File: config.mk
export PLATFORM = sky130hd
export DESIGN_NAME = escaped_frame_deframer_core
export DESIGN_NICKNAME = d
export VERILOG_FILES = /design/src/esfd_pkg.sv /design/src/esfd_parser.sv /design/src/esfd_out_reg.sv /design/src/escaped_frame_deframer_core.sv
export SDC_FILE = /design/constraint.sdc
export NUM_CORES = 1
export LEC_CHECK = 0
export BUFFER_PORTS_ARGS = -buffer_cell sky130_fd_sc_hd__buf_2
export CORE_AREA = 3 3 106 108
export DETAILED_ROUTE_END_ITERATION = 7
export DIE_AREA = 0 0 109 111
export GPL_ROUTABILITY_DRIVEN = 0
export MAX_ROUTING_LAYER = met4
export PLACE_DENSITY_LB_ADDON = 0.1
export SYNTH_ARGS = -nofsm -noshare
export SYNTH_HDL_FRONTEND = slang
export SYNTH_SLANG_ARGS = --single-unit
File: constraint.sdc
create_clock -name clk -period 10.14 [get_ports clk]
set_clock_uncertainty 0.15 [all_clocks]
set_input_delay 2.028 -clock clk [delete_from_list [all_inputs] [get_ports clk]]
set_output_delay 2.028 -clock clk [all_outputs]
set_load 0.005 [all_outputs]
File: src/esfd_pkg.sv
// shared types and constants for the escaped frame deframer
package esfd_pkg;

  localparam logic [7:0] FLAG_BYTE = 8'h7E;
  localparam logic [7:0] ESC_BYTE = 8'h7D;
  localparam logic [7:0] ESC_KEEP = 8'h5D;
  localparam int POS_W = 14;
  localparam int ADDR_W = 14;
  localparam int COUNT_W = 14;
  localparam logic [COUNT_W-1:0] COUNT_MAX = '1;
  localparam int DATA_W = 64;

  typedef enum logic [1:0] {
    ST_OK        = 2'd0,
    ST_DELIMITER = 2'd1,
    ST_CHECKSUM  = 2'd2,
    ST_SHORT     = 2'd3
  } status_t;

  typedef enum logic {
    KIND_PAYLOAD = 1'b0,
    KIND_SUMMARY = 1'b1
  } kind_t;

  typedef struct packed {
    kind_t               kind;
    logic [7:0]          payload_byte;
    status_t             status;
    logic [ADDR_W-1:0]   link_address;
    logic [7:0]          protocol_version;
    logic [7:0]          operation_type;
    logic [7:0]          object_tag;
    logic [COUNT_W-1:0]  payload_count;
    logic                frame_done;
  } result_t;

endpackage

File: src/esfd_parser.sv
// frame state: delimiter check, unstuffing, checksum and header parse
module esfd_parser #(
  parameter int MAX_FRAME_BYTES = 16384
) (
  input  logic                  clk,
  input  logic                  rst,
  input  logic                  accept,
  input  logic [7:0]            rx_byte,
  input  logic                  frame_last,
  output logic                  res_valid,
  output esfd_pkg::result_t     res
);

  localparam int CAP_INT = (MAX_FRAME_BYTES - 1 > 16383) ? 16383 : MAX_FRAME_BYTES - 1;
  localparam logic [esfd_pkg::POS_W-1:0] POS_CAP = esfd_pkg::POS_W'(CAP_INT);

  typedef enum logic [2:0] {
    HDR_ADDR_LO   = 3'd0,
    HDR_ADDR_HI   = 3'd1,
    HDR_VERSION   = 3'd2,
    HDR_OPERATION = 3'd3,
    HDR_TAG       = 3'd4,
    HDR_PAYLOAD   = 3'd5
  } hdr_t;

  logic [esfd_pkg::POS_W-1:0]   byte_position, byte_position_next;
  logic                         head_ok, head_ok_next;
  logic                         escape_pending, escape_pending_next;
  logic [7:0]                   held_byte, held_byte_next;
  logic                         held_valid, held_valid_next;
  logic [7:0]                   xor_sum, xor_sum_next;
  hdr_t                         header_stage, header_stage_next;
  logic [esfd_pkg::ADDR_W-1:0]  address_reg, address_reg_next;
  logic [7:0]                   version_reg, version_reg_next;
  logic [7:0]                   operation_reg, operation_reg_next;
  logic [7:0]                   tag_reg, tag_reg_next;
  logic [esfd_pkg::COUNT_W-1:0] payload_counter, payload_counter_next;
  logic [7:0]                   decoded;
  logic                         have_decoded;
  esfd_pkg::status_t            sum_status;

  always_comb begin
    if (byte_position == '0) begin
      sum_status = (rx_byte == esfd_pkg::FLAG_BYTE) ? esfd_pkg::ST_SHORT
                                                     : esfd_pkg::ST_DELIMITER;
    end else if (!head_ok || rx_byte != esfd_pkg::FLAG_BYTE) begin
      sum_status = esfd_pkg::ST_DELIMITER;
    end else if (!held_valid || header_stage != HDR_PAYLOAD) begin
      sum_status = esfd_pkg::ST_SHORT;
    end else if (xor_sum != held_byte) begin
      sum_status = esfd_pkg::ST_CHECKSUM;
    end else begin
      sum_status = esfd_pkg::ST_OK;
    end
  end

  always_comb begin
    byte_position_next   = byte_position;
    head_ok_next         = head_ok;
    escape_pending_next  = escape_pending;
    held_byte_next       = held_byte;
    held_valid_next      = held_valid;
    xor_sum_next         = xor_sum;
    header_stage_next    = header_stage;
    address_reg_next     = address_reg;
    version_reg_next     = version_reg;
    operation_reg_next   = operation_reg;
    tag_reg_next         = tag_reg;
    payload_counter_next = payload_counter;
    decoded              = rx_byte;
    have_decoded         = 1'b0;
    res_valid            = 1'b0;
    res                  = '{kind: esfd_pkg::KIND_PAYLOAD, payload_byte: held_byte,
                             status: esfd_pkg::ST_OK, link_address: address_reg,
                             protocol_version: version_reg, operation_type: operation_reg,
                             object_tag: tag_reg, payload_count: payload_counter,
                             frame_done: 1'b0};

    if (frame_last) begin
      res_valid            = 1'b1;
      res.kind             = esfd_pkg::KIND_SUMMARY;
      res.payload_byte     = '0;
      res.status           = sum_status;
      res.frame_done       = 1'b1;
      byte_position_next   = '0;
      head_ok_next         = 1'b0;
      escape_pending_next  = 1'b0;
      held_byte_next       = '0;
      held_valid_next      = 1'b0;
      xor_sum_next         = '0;
      header_stage_next    = HDR_ADDR_LO;
      address_reg_next     = '0;
      version_reg_next     = '0;
      operation_reg_next   = '0;
      tag_reg_next         = '0;
      payload_counter_next = '0;
    end else if (byte_position == '0) begin
      head_ok_next       = (rx_byte == esfd_pkg::FLAG_BYTE);
      byte_position_next = esfd_pkg::POS_W'(1);
    end else if (head_ok && byte_position < POS_CAP) begin
      byte_position_next = byte_position + esfd_pkg::POS_W'(1);
      if (escape_pending) begin
        escape_pending_next = 1'b0;
        decoded = (rx_byte == esfd_pkg::ESC_KEEP) ? esfd_pkg::ESC_BYTE : esfd_pkg::FLAG_BYTE;
        have_decoded = 1'b1;
      end else if (rx_byte == esfd_pkg::ESC_BYTE) begin
        escape_pending_next = 1'b1;
      end else begin
        have_decoded = 1'b1;
      end
    end

    // older held byte is not the checksum once a newer one decodes
    if (have_decoded) begin
      held_byte_next  = decoded;
      held_valid_next = 1'b1;
      if (held_valid) begin
        xor_sum_next = xor_sum ^ held_byte;
        unique case (header_stage)
          HDR_ADDR_LO: begin
            address_reg_next  = {8'd0, held_byte[7:2]};
            header_stage_next = held_byte[0] ? HDR_VERSION : HDR_ADDR_HI;
          end
          HDR_ADDR_HI: begin
            address_reg_next  = {held_byte[7:2], address_reg[7:0]};
            header_stage_next = HDR_VERSION;
          end
          HDR_VERSION: begin
            version_reg_next  = held_byte;
            header_stage_next = HDR_OPERATION;
          end
          HDR_OPERATION: begin
            operation_reg_next = held_byte;
            header_stage_next  = HDR_TAG;
          end
          HDR_TAG: begin
            tag_reg_next      = held_byte;
            header_stage_next = HDR_PAYLOAD;
          end
          default: begin
            if (payload_counter != esfd_pkg::COUNT_MAX) begin
              payload_counter_next = payload_counter + esfd_pkg::COUNT_W'(1);
            end
            res_valid         = 1'b1;
            res.payload_count = payload_counter_next;
          end
        endcase
      end
    end
  end

  always_ff @(posedge clk) begin
    if (rst) begin
      byte_position   <= '0;
      head_ok         <= 1'b0;
      escape_pending  <= 1'b0;
      held_byte       <= '0;
      held_valid      <= 1'b0;
      xor_sum         <= '0;
      header_stage    <= HDR_ADDR_LO;
      address_reg     <= '0;
      version_reg     <= '0;
      operation_reg   <= '0;
      tag_reg         <= '0;
      payload_counter <= '0;
    end else if (accept) begin
      byte_position   <= byte_position_next;
      head_ok         <= head_ok_next;
      escape_pending  <= escape_pending_next;
      held_byte       <= held_byte_next;
      held_valid      <= held_valid_next;
      xor_sum         <= xor_sum_next;
      header_stage    <= header_stage_next;
      address_reg     <= address_reg_next;
      version_reg     <= version_reg_next;
      operation_reg   <= operation_reg_next;
      tag_reg         <= tag_reg_next;
      payload_counter <= payload_counter_next;
    end
  end

endmodule

File: src/esfd_out_reg.sv
// result register with stream handshake toward the output
module esfd_out_reg (
  input  logic                          clk,
  input  logic                          rst,
  input  logic                          load,
  input  esfd_pkg::result_t             res,
  output logic                          free,
  output logic                          m_tvalid,
  input  logic                          m_tready,
  output logic [esfd_pkg::DATA_W-1:0]   m_tdata,
  output logic                          m_tuser,
  output logic                          m_tlast
);

  esfd_pkg::result_t held;

  assign free = !m_tvalid || m_tready;

  always_ff @(posedge clk) begin
    if (rst) begin
      m_tvalid <= 1'b0;
    end else if (free) begin
      m_tvalid <= load;
    end
    if (free && load) begin
      held <= res;
    end
  end

  assign m_tdata = {2'b00, held.payload_count, held.object_tag, held.operation_type,
                    held.protocol_version, held.link_address, held.status,
                    held.payload_byte};
  assign m_tuser = held.kind;
  assign m_tlast = held.frame_done;

endmodule

File: src/escaped_frame_deframer_core.sv
// top level of the escaped frame deframer
// Takes one received byte per cycle unless the output stalls; the only
// storage is the frame state in the parser and a single result register, so
// a byte is accepted whenever the result register is empty or being drained.
// A frame runs from a 0x7E head to a 0x7E tail marked by s_tlast; body bytes
// are unstuffed, the last one is the XOR checksum, and the header (link
// address, version, operation type, object tag) is parsed ahead of the
// payload. Each payload byte appears one decoded byte late, and every tail
// yields a summary word (tuser high, tlast high) carrying the status.
module escaped_frame_deframer_core #(
  parameter int MAX_FRAME_BYTES = 16384
) (
  input  logic        clk,
  input  logic        rst,
  input  logic        s_tvalid,
  output logic        s_tready,
  input  logic [7:0]  s_tdata,   // rx_byte
  input  logic        s_tlast,   // frame_last
  output logic        m_tvalid,
  input  logic        m_tready,
  // payload_byte, status, link_address, protocol_version, operation_type,
  // object_tag, payload_count, zero fill
  output logic [63:0] m_tdata,
  output logic        m_tuser,   // kind
  output logic        m_tlast    // frame_done
);

  logic              accept;
  logic              res_valid;
  logic              free;
  esfd_pkg::result_t res;

  assign s_tready = free;
  assign accept   = s_tvalid && free;

  esfd_parser #(
    .MAX_FRAME_BYTES(MAX_FRAME_BYTES)
  ) u_parser (
    .clk        (clk),
    .rst        (rst),
    .accept     (accept),
    .rx_byte    (s_tdata),
    .frame_last (s_tlast),
    .res_valid  (res_valid),
    .res        (res)
  );

  esfd_out_reg u_out (
    .clk      (clk),
    .rst      (rst),
    .load     (accept && res_valid),
    .res      (res),
    .free     (free),
    .m_tvalid (m_tvalid),
    .m_tready (m_tready),
    .m_tdata  (m_tdata),
    .m_tuser  (m_tuser),
    .m_tlast  (m_tlast)
  );

  a_tail_gives_summary: assert property (@(posedge clk) disable iff (rst)
    s_tvalid && s_tready && s_tlast |=> m_tvalid && m_tuser && m_tlast)
    else $error("tail word did not produce a summary");

  a_payload_clean: assert property (@(posedge clk) disable iff (rst)
    m_tvalid && !m_tuser |-> !m_tlast && m_tdata[9:8] == 2'd0)
    else $error("payload word carries summary fields");

  a_summary_clean: assert property (@(posedge clk) disable iff (rst)
    m_tvalid && m_tuser |-> m_tdata[7:0] == 8'd0)
    else $error("summary word carries a payload byte");

  a_reset_empty: assert property (@(posedge clk)
    rst |=> !m_tvalid)
    else $error("output valid after reset");

endmodule
Word-level counts from Yosys, hierarchy flattened
Cells that the tools add are included.
Storage, ports and cells
  register bits after elaboration: 153
Operators by class
  $add $sub $neg: 2
  order comparisons: 1
  equal/unequal tests: 13
  mux-type cells: 66
  bitwise operators: 1
  reduce and logical (&&, ||, !) cells: 22
Operator list (number)
  $mux 14: 14
  $mux 8: 21
  $add 14x1->14 const B: 2
  $pmux 14 s2: 1
  $eq 8x7->1 const B: 3
  $mux 1: 18
  $pmux 3 s5: 1
  $logic_not 14->1: 1
  $lt 14x14->1 const B: 1
  $mux 2: 7
  $ne 14x14->1 const B: 1
  $mux 11: 1
  $mux 3: 3
  $ne 8x7->1 const B: 1
  $ne 8x8->1: 1
  $reduce_and 2->1: 4
  $xor 8x8->8: 1
  $eq 3x2->1 const B: 2
  $ne 3x3->1 const B: 2
  $reduce_bool 2->1: 3
  $reduce_or 5->1: 1
  $logic_and 1x1->1: 4
  $eq 3x1->1 const B: 1
  $eq 3x3->1 const B: 1
  6 further kinds: 10

Logic depth before layout (Yosys ltp)
Gate-level depths: netlist of run 1.
  depth in word-level cells: 9
  depth in mapped cells: 10
  gate-level depth less buffers: 8

By module
A second synthesis of run 1 with hierarchy kept.
Second synthesis, totals
  cells, all modules: 639
  area, all modules: 6697.7 um2
Modules (own cells, without submodules)
  esfd_parser: instances 1, cells each 565, area an instance 4689.5 um2, seq. area each 1761.7 um2
  esfd_out_reg: instances 1, cells each 72, area an instance 1995.7 um2, seq. area each 1941.9 um2
  escaped_frame_deframer_core: instances 1, cells each 2, area an instance 12.5 um2, seq. area each 0.0 um2

Least setup slack after synthesis of run 1
No wires, ideal clock.
  kind: input port to flip-flop
  from: input s_tdata[7]
  to: register u_out.held, in the netlist u_out.m_tdata[0] (enable)
  arrival time: 5453 ps
  data required time: 9506 ps
  path slack: 4053 ps
  stages: 5
  path buffers: 0
  cells stage by stage: nand4b_1 -> nor3_1 -> nor4_2 -> nor2_1 -> nor2_1
On the way
  word-level cells in the longest chain between the ends: 9
RTL lines
  start, declared: line escaped_frame_deframer_core.sv:17  | input logic [7:0] s_tdata,
  $eq 8x7->1: line esfd_parser.sv:106  | end else if (rx_byte == esfd_pkg::ESC_BYTE) begin
  $mux 1: line esfd_parser.sv:106
  $mux 1: line esfd_parser.sv:102  | if (escape_pending) begin
  $mux 1: line esfd_parser.sv:100  | end else if (head_ok && byte_position < POS_CAP) begin
  $mux 1: line esfd_parser.sv:97  | end else if (byte_position == '0) begin
  $mux 1: line esfd_parser.sv:79  | if (frame_last) begin
  $mux 1: line esfd_parser.sv:114  | if (have_decoded) begin
  $logic_and 1x1->1: line escaped_frame_deframer_core.sv:51  | .load (accept && res_valid),
  $logic_and 1x1->1: line esfd_out_reg.sv:25  | if (free && load) begin
  end signal, assigned: line esfd_out_reg.sv:26  | held <= res;
  end, declared: line esfd_out_reg.sv:15  | esfd_pkg::result_t held;
No other way between the ends.
A chain may end at the register's enable or synchronous reset.

Final worst setup path of run 1
  from: input m_tready
  to: output s_tready
On the way
  word-level cells in the longest chain between the ends: 1
RTL lines
  start, declared: line escaped_frame_deframer_core.sv:20  | input logic m_tready,
  $logic_or 1x1->1: line esfd_out_reg.sv:17  | assign free = !m_tvalid || m_tready;
  end, declared: line escaped_frame_deframer_core.sv:16  | output logic s_tready,
No other way between the ends.

==> impl_metrics.yaml, run 1 <==
cts:
  clk_latency_ns: 0.54
  clock_path_buffers: 2
  post_cts_resized: 0
  clockRootBuffer: "clkbuf_8"
  path_clk_slew_ns: 0.06
  cts_buffers: 17
  post_cts_buffers: 0
  cts_htree_levels: 4
  cts_hold_buf: 0
  cts_tree: "done"
  clock-sinks: 152
finish:
  n_antenna_cell: 0
  syn2layout_area_growth_pct: 15.33
  largest_register_ffs: 62
  final_common_cell: "dfxtp_1"
  fill_cells: 760
  layout-drive-gt1-share: 0.1825
  final_cell_mix: "dfxtp_1 (89), buf_2 (78), edfxtp_1 (63)"
  nets: 699
detailed_routing:
  wirelength_mm: 14.22
  ant_nets: 0
  drt-vias-per-instance: 6.078
  wl_per_cell_um: 17.09
  drtIter0Drc: 369
  drc: 0
  first_pass_iters: 5
  vias: 5057
worst_setup_path:
  worstReg2RegStart: "u_parser.byte_position[0]"
  cp_max_fo: 5
  slowest_stage: "nand2b_1"
  critPathMaxStageDelay_ns: 0.20
  crit_chain: "buf_2, nand2b_1, buf_2"
  r2r_slack_ns: 6.62
  cp.required_ns: 7.96
  cpMostUsedCell: "buf_2"
  crit_buf_inv: 2
  rr_endpoint: "u_out.m_tdata[35]"
  crit_path_start: "m_tready"
  cp-end-kind: "output port"
  critPathLaunchType: "primary input"
  path_class: "in2out"
  r2r_cells: 8
  cp_top_family: "buffers and inverters"
  cp_data_arrival_time_ns: 2.48
yosys:
  async_flop_share: 0
  synthCells: 623
  ys_ff_latch: 152
  avgSynthCellArea_um2: 10.25
  synth.distinct_cells: 64
  synth-edff-count: 63
  syn-cell-area_um2: 6389
  synthFlopType: "dfxtp_1"
  ys_seq_area_frac: 0.5750
  yosysWarnings: 0
timing:
  finalSetupTns_ns: 0
  post-route-min-period_ns: 4.658
  fin_crit_sh: 0.4594
  setup_viol_count_final: 0
  rsz0062_at_grt: "false"
  slew-limit-headroom: 0.2442
  drv_slew: 0
  worst_pin_slew_ns: 1.134
  max_freq_mhz: 214.7
  hold_viol: 0
die:
  die_area_um2: 12100
  die_h_um: 111
  die_w_um: 109
  ios: 81
  initial_core_util: 0.6188
  num_rows: 37
  coreArea_um2: 10320
worst_hold_path:
  hp-class: "reg2reg"
  min_to: "u_out.m_tdata[30]"
  min_from: "u_parser.version_reg[6]"
  hold_path_depth: 0
job:
  cap_violations: 0
power_and_ir_drop:
  p_total_mw: 1.299
  leakage_nw: 2.698
  ir_drop_v: 0.00009884
  p_per_area_nw_per_um2: 176.3
grt:
  grt_pass1_vias: 4781
  grt_overflow: 0
  grt_max_degree: 39
  antenna_found_initial: 0
  grt_pass1_wl_mm: 23.34
  grt_usage: 0.2501
outcome:
  status: "finished, final reports clean"
placed_design:
  dp_hpwl_mm: 9.615
  io_buffers: 78
[metal layers]
| metal | global-route usage | wire [um] | share of wire |
|---|---|---|---|
| met5 | - | 0 | 0 |
| met2 | 0.3984 | 6961 | 0.49 |
| met1 | 0.3075 | 6000 | 0.42 |
| met4 | 0.08923 | 336 | 0.024 |
| met3 | 0.06348 | 922 | 0.065 |
[worst reg2reg max path: cells and delay by family (launching register included)]
kind	cells	cell delay (ns)
fa+ha+maj	1	0.21
buf+inv	2	0.66
simple gates	5	1.74
flops	1	0.39
[how the worst max path moves through the flow]
stage	endpoint	cells past startpoint	slack, ns
2_1_floorplan	u_out.m_tdata[0]	5	4.05
3_3_place_gp	u_out.m_tdata[9]	7	5.41
3_5_place_dp	u_out.m_tlast	7	5.25
4_1_cts	s_tready	3	5.49
5_1_grt	s_tready	3	5.44
6_report	s_tready	3	5.48
[kinds of logic (layout without fill, tap and decap cells)]
group / after synthesis / after routing / synth area share
simple gates: 231 / 231 / 0.1855
compound gates: 161 / 161 / 0.1710
flops: 152 / 152 / 0.5750
buf+inv: 60 / 132 / 0.04034
xor+xnor: 11 / 11 / 0.01508
mux: 4 / 4 / 0.006659
fa+ha+maj: 3 / 3 / 0.005876
other cells: 1 / 2 / 0.0005870
[through the flow]
step	std cells	worst slack, ns	utilization	hold WS (ns)	area (um^2)
floorplan	624	4.053	-	0.2500	6392
global placement	800	5.409	0.6580	0.2629	6793
detailed placement	800	5.252	0.6580	0.2685	6793
CTS	832	5.487	0.7137	0.2844	7368
global route	832	5.443	0.7137	0.2942	7368
finish	832	5.482	0.7137	0.2864	7368
[final cells by class]
cell class | count | area [um^2] | area share
Clock buffer | 17 | 414.1 | 0.05621
Clock inverter | 15 | 161.4 | 0.02191
Inverter | 20 | 75.07 | 0.01019
Multi-Input combinational cell | 412 | 2469 | 0.3350
Sequential cell | 152 | 3674 | 0.4986
Tap cell | 136 | 170.2 | 0.02309
Timing Repair Buffer | 80 | 405.4 | 0.05502
[cell usage after synthesis, drive strengths merged, types with 3 or more instances]
cell / count / area [um^2]
dfxtp: 89 / 1782
nand2: 52 / 195.2
and3: 8 / 50.05
nor2: 51 / 191.4
xor2: 10 / 87.58
buf: 13 / 80.07
o22ai: 7 / 50.05
nor4: 6 / 50.04
a22o: 37 / 324.1
nand3: 36 / 180.2
o21bai: 8 / 60.06
nand4: 9 / 56.30
nor2b: 14 / 87.58
or4: 4 / 33.78
and2: 8 / 50.05
nor3: 19 / 105.1
and4: 4 / 37.54
nand4b: 4 / 35.03
o211ai: 4 / 30.03
a21oi: 34 / 173.9
ha: 3 / 37.54
a31oi: 7 / 43.79
o21ai: 40 / 204.0
edfxtp: 63 / 1892
nand2b: 4 / 25.02
a21o: 7 / 60.05
clkbuf: 27 / 102.6
inv: 20 / 75.07
or3: 5 / 31.28
[report_power, final]
part           internal (mW)  total [mW]  switching [mW]
clock                  0.337       0.606           0.270
sequential             0.644       0.647         0.00242
combinational         0.0146      0.0463          0.0316
total                  0.996        1.30           0.304
Note: power is estimated with default switching activity, not from simulation.
==> run 2: changes to the inputs <==
--- a/config.mk
+++ b/config.mk
@@ -5,10 +5,11 @@
 export SDC_FILE = /design/constraint.sdc
 export NUM_CORES = 1
 export LEC_CHECK = 0
+export ABC_AREA = 1
 export BUFFER_PORTS_ARGS = -buffer_cell sky130_fd_sc_hd__buf_2
-export CORE_AREA = 3 3 106 108
+export CORE_AREA = 3 3 126 128
 export DETAILED_ROUTE_END_ITERATION = 7
-export DIE_AREA = 0 0 109 111
+export DIE_AREA = 0 0 129 131
 export GPL_ROUTABILITY_DRIVEN = 0
 export MAX_ROUTING_LAYER = met4
 export PLACE_DENSITY_LB_ADDON = 0.1
==> constraint.sdc (replaced) <==
create_clock -name clk -period 3.92 [get_ports clk]
set_clock_uncertainty 0.15 [all_clocks]
set_input_delay 0.784 -clock clk [delete_from_list [all_inputs] [get_ports clk]]
set_output_delay 0.784 -clock clk [all_outputs]
set_load 0.005 [all_outputs]
==> impl_metrics.yaml, run 2 <==
grt:
  grt_usage: 0.2349
  antenna_found_initial: 0
  grt_pass1_wl_mm: 30.53
  grt_overflow: 0
  grt_pass1_vias: 6277
  grt_max_degree: 62
finish:
  final_common_cell: "nand2_1"
  final_cell_area_um2: 8994
  n_antenna_cell: 0
  fill_cells: 1377
  largest_register_ffs: 62
  nets: 1172
  seq_area_um2: 3674
  syn2layout_area_growth_pct: 12.42
  multi_input_area_um2: 3643
  final_cell_mix: "nand2_1 (334), nor2_1 (118), inv_1 (92)"
  layout-drive-gt1-share: 0.1249
cts:
  cts_hold_buf: 0
  cts_tree: "done"
  post_cts_buffers: 0
  clock-sinks: 152
  clockRootBuffer: "clkbuf_16"
  path_clk_slew_ns: 0.06
  post_cts_resized: 0
  cts_buffers: 17
  cts_htree_levels: 4
  clock_path_buffers: 2
  clk_latency_ns: 0.42
die:
  ios: 81
  num_rows: 45
  initial_core_util: 0.5342
  die_area_um2: 16900
  die_w_um: 129
  die_h_um: 131
  coreArea_um2: 14980
detailed_routing:
  drt-vias-per-instance: 5.291
  drc: 0
  vias: 7180
  drtIter0Drc: 546
  wl_per_cell_um: 14.02
  ant_nets: 0
  wirelength_mm: 19.03
  first_pass_iters: 5
timing:
  slew-limit-headroom: 0.5322
  drv_slew: 0
  fin_crit_sh: 0.7309
  rsz0062_at_grt: "false"
  setup_viol_count_final: 0
  post-route-min-period_ns: 2.865
  finalSetupTns_ns: 0
  fin_hold_ws_ns: 0.2844
  worst_pin_slew_ns: 0.7016
  max_freq_mhz: 349.0
  hold_viol: 0
yosys:
  yosysMostFrequentCell: "nand2_1"
  synth_area_leaders: "edfxtp_1 (24%), dfxtp_1 (22%), nand2_1 (16%)"
  synth-edff-count: 63
  synthCells: 1110
  syn-cell-area_um2: 8000
  ys_ff_latch: 152
  synth_common_cells: "nand2_1 (335), nor2_1 (118), inv_1 (93)"
  synth_top_area_share: 0.2365
  synth.distinct_cells: 44
  avgSynthCellArea_um2: 7.207
  yosys.area.top_type: "edfxtp_1"
  synthFlopType: "dfxtp_1"
  ys_seq_area_frac: 0.4592
  yosysWarnings: 0
  async_flop_share: 0
worst_setup_path:
  critPathLaunchType: "flip-flop"
  cp_top_family: "buffers and inverters"
  crit_buf_inv: 3
  slowest_stage: "inv_2"
  path_class: "reg2reg"
  critPathMaxStageDelay_ns: 0.50
  cp_max_fo: 38
  cp.required_ns: 3.88
  crit_chain: "ha_1, inv_1, nor2_1, nand2_1, nor2_1, nor2_2, nand3_1, nand2_1, o21ai_0, inv_2, buf_12"
  cp_data_arrival_time_ns: 2.82
  cp-end-kind: "flip-flop"
placed_design:
  io_buffers: 78
  placed_area_um2: 8407
  dp_hpwl_mm: 12.23
outcome:
  status: "finished, final reports clean"
job:
  cap_violations: 0
worst_hold_path:
  hp-class: "reg2reg"
power_and_ir_drop:
  p_per_area_nw_per_um2: 386.9
  leakage_nw: 3.540
  ir_drop_v: 0.0002988
run 2: changes by cell type after synthesis, sizes merged, moves of 7 or more:
cell and change:
and2 -7, nand2 +292, nor3 +7, and3 -8, o21bai -7, nand3 +49
a21o -7, buf +19, inv +78, a22o -37, nor2b -14, nor2 +74
o21ai +42, a21oi +56
run 2: kinds of logic (layout without fill, tap and decap cells):
logic type / after synthesis / count (layout) / share of synthesized area
DFF: 152 / 152 / 0.4592
buffers and inverters: 162 / 220 / 0.08617
other: 1 / 2 / 0.0004687
xor gates and xnor gates: 16 / 16 / 0.01752
AOI/OAI and AO/OA: 185 / 185 / 0.1198
adders and majority gates: 3 / 3 / 0.004692
and+or+nand+nor: 591 / 591 / 0.3122
run 2: stage by stage:
step | power (mW) | cells | utilization | setup slack, ns
5_1_grt | 3.596 | 1357 | 0.6005 | 0.8613
3_5_place_dp | 1.891 | 1325 | 0.5613 | 0.6320
3_3_place_gp | 1.889 | 1325 | 0.5613 | 0.7309
6_report | 3.479 | 1357 | 0.6005 | 1.055
2_1_floorplan | 1.829 | 1111 | - | 0.5213
4_1_cts | 3.507 | 1357 | 0.6005 | 1.022
run 2: area by class of cell:
class,count,area share
well taps,188,0.02615
inverters,100,0.04188
repair buffers,88,0.05314
multi-input cells,797,0.4051
clock buffers,19,0.04814
flip-flops and latches,152,0.4085
clock inverters,13,0.01711
run 2: final timing paths:
path | startpoint | endpoint | slack, ns | cells past startpoint
max | u_parser.byte_position[0] | u_out.m_tdata[41] | 1.05 | 11
min | u_parser.address_reg[3] | u_out.m_tdata[13] | 0.28 | 0
max reg2reg | u_parser.byte_position[0] | u_out.m_tdata[41] | 1.05 | 11
min reg2reg | u_parser.address_reg[3] | u_out.m_tdata[13] | 0.28 | 0
run 2: power by group:
group / switching, mW / internal [mW]
clock network: 0.629 / 0.995
registers: 0.00925 / 1.68
logic: 0.126 / 0.0445
total: 0.764 / 2.72
run 2: metal layers:
layer / up-vias / part of all wire / track usage
li1: 3696 / - / -
met1: 3239 / 0.45 / 0.2931
met2: 204 / 0.47 / 0.3784
met3: 41 / 0.050 / 0.04797
met4: 0 / 0.029 / 0.08894
met5: - / 0 / -
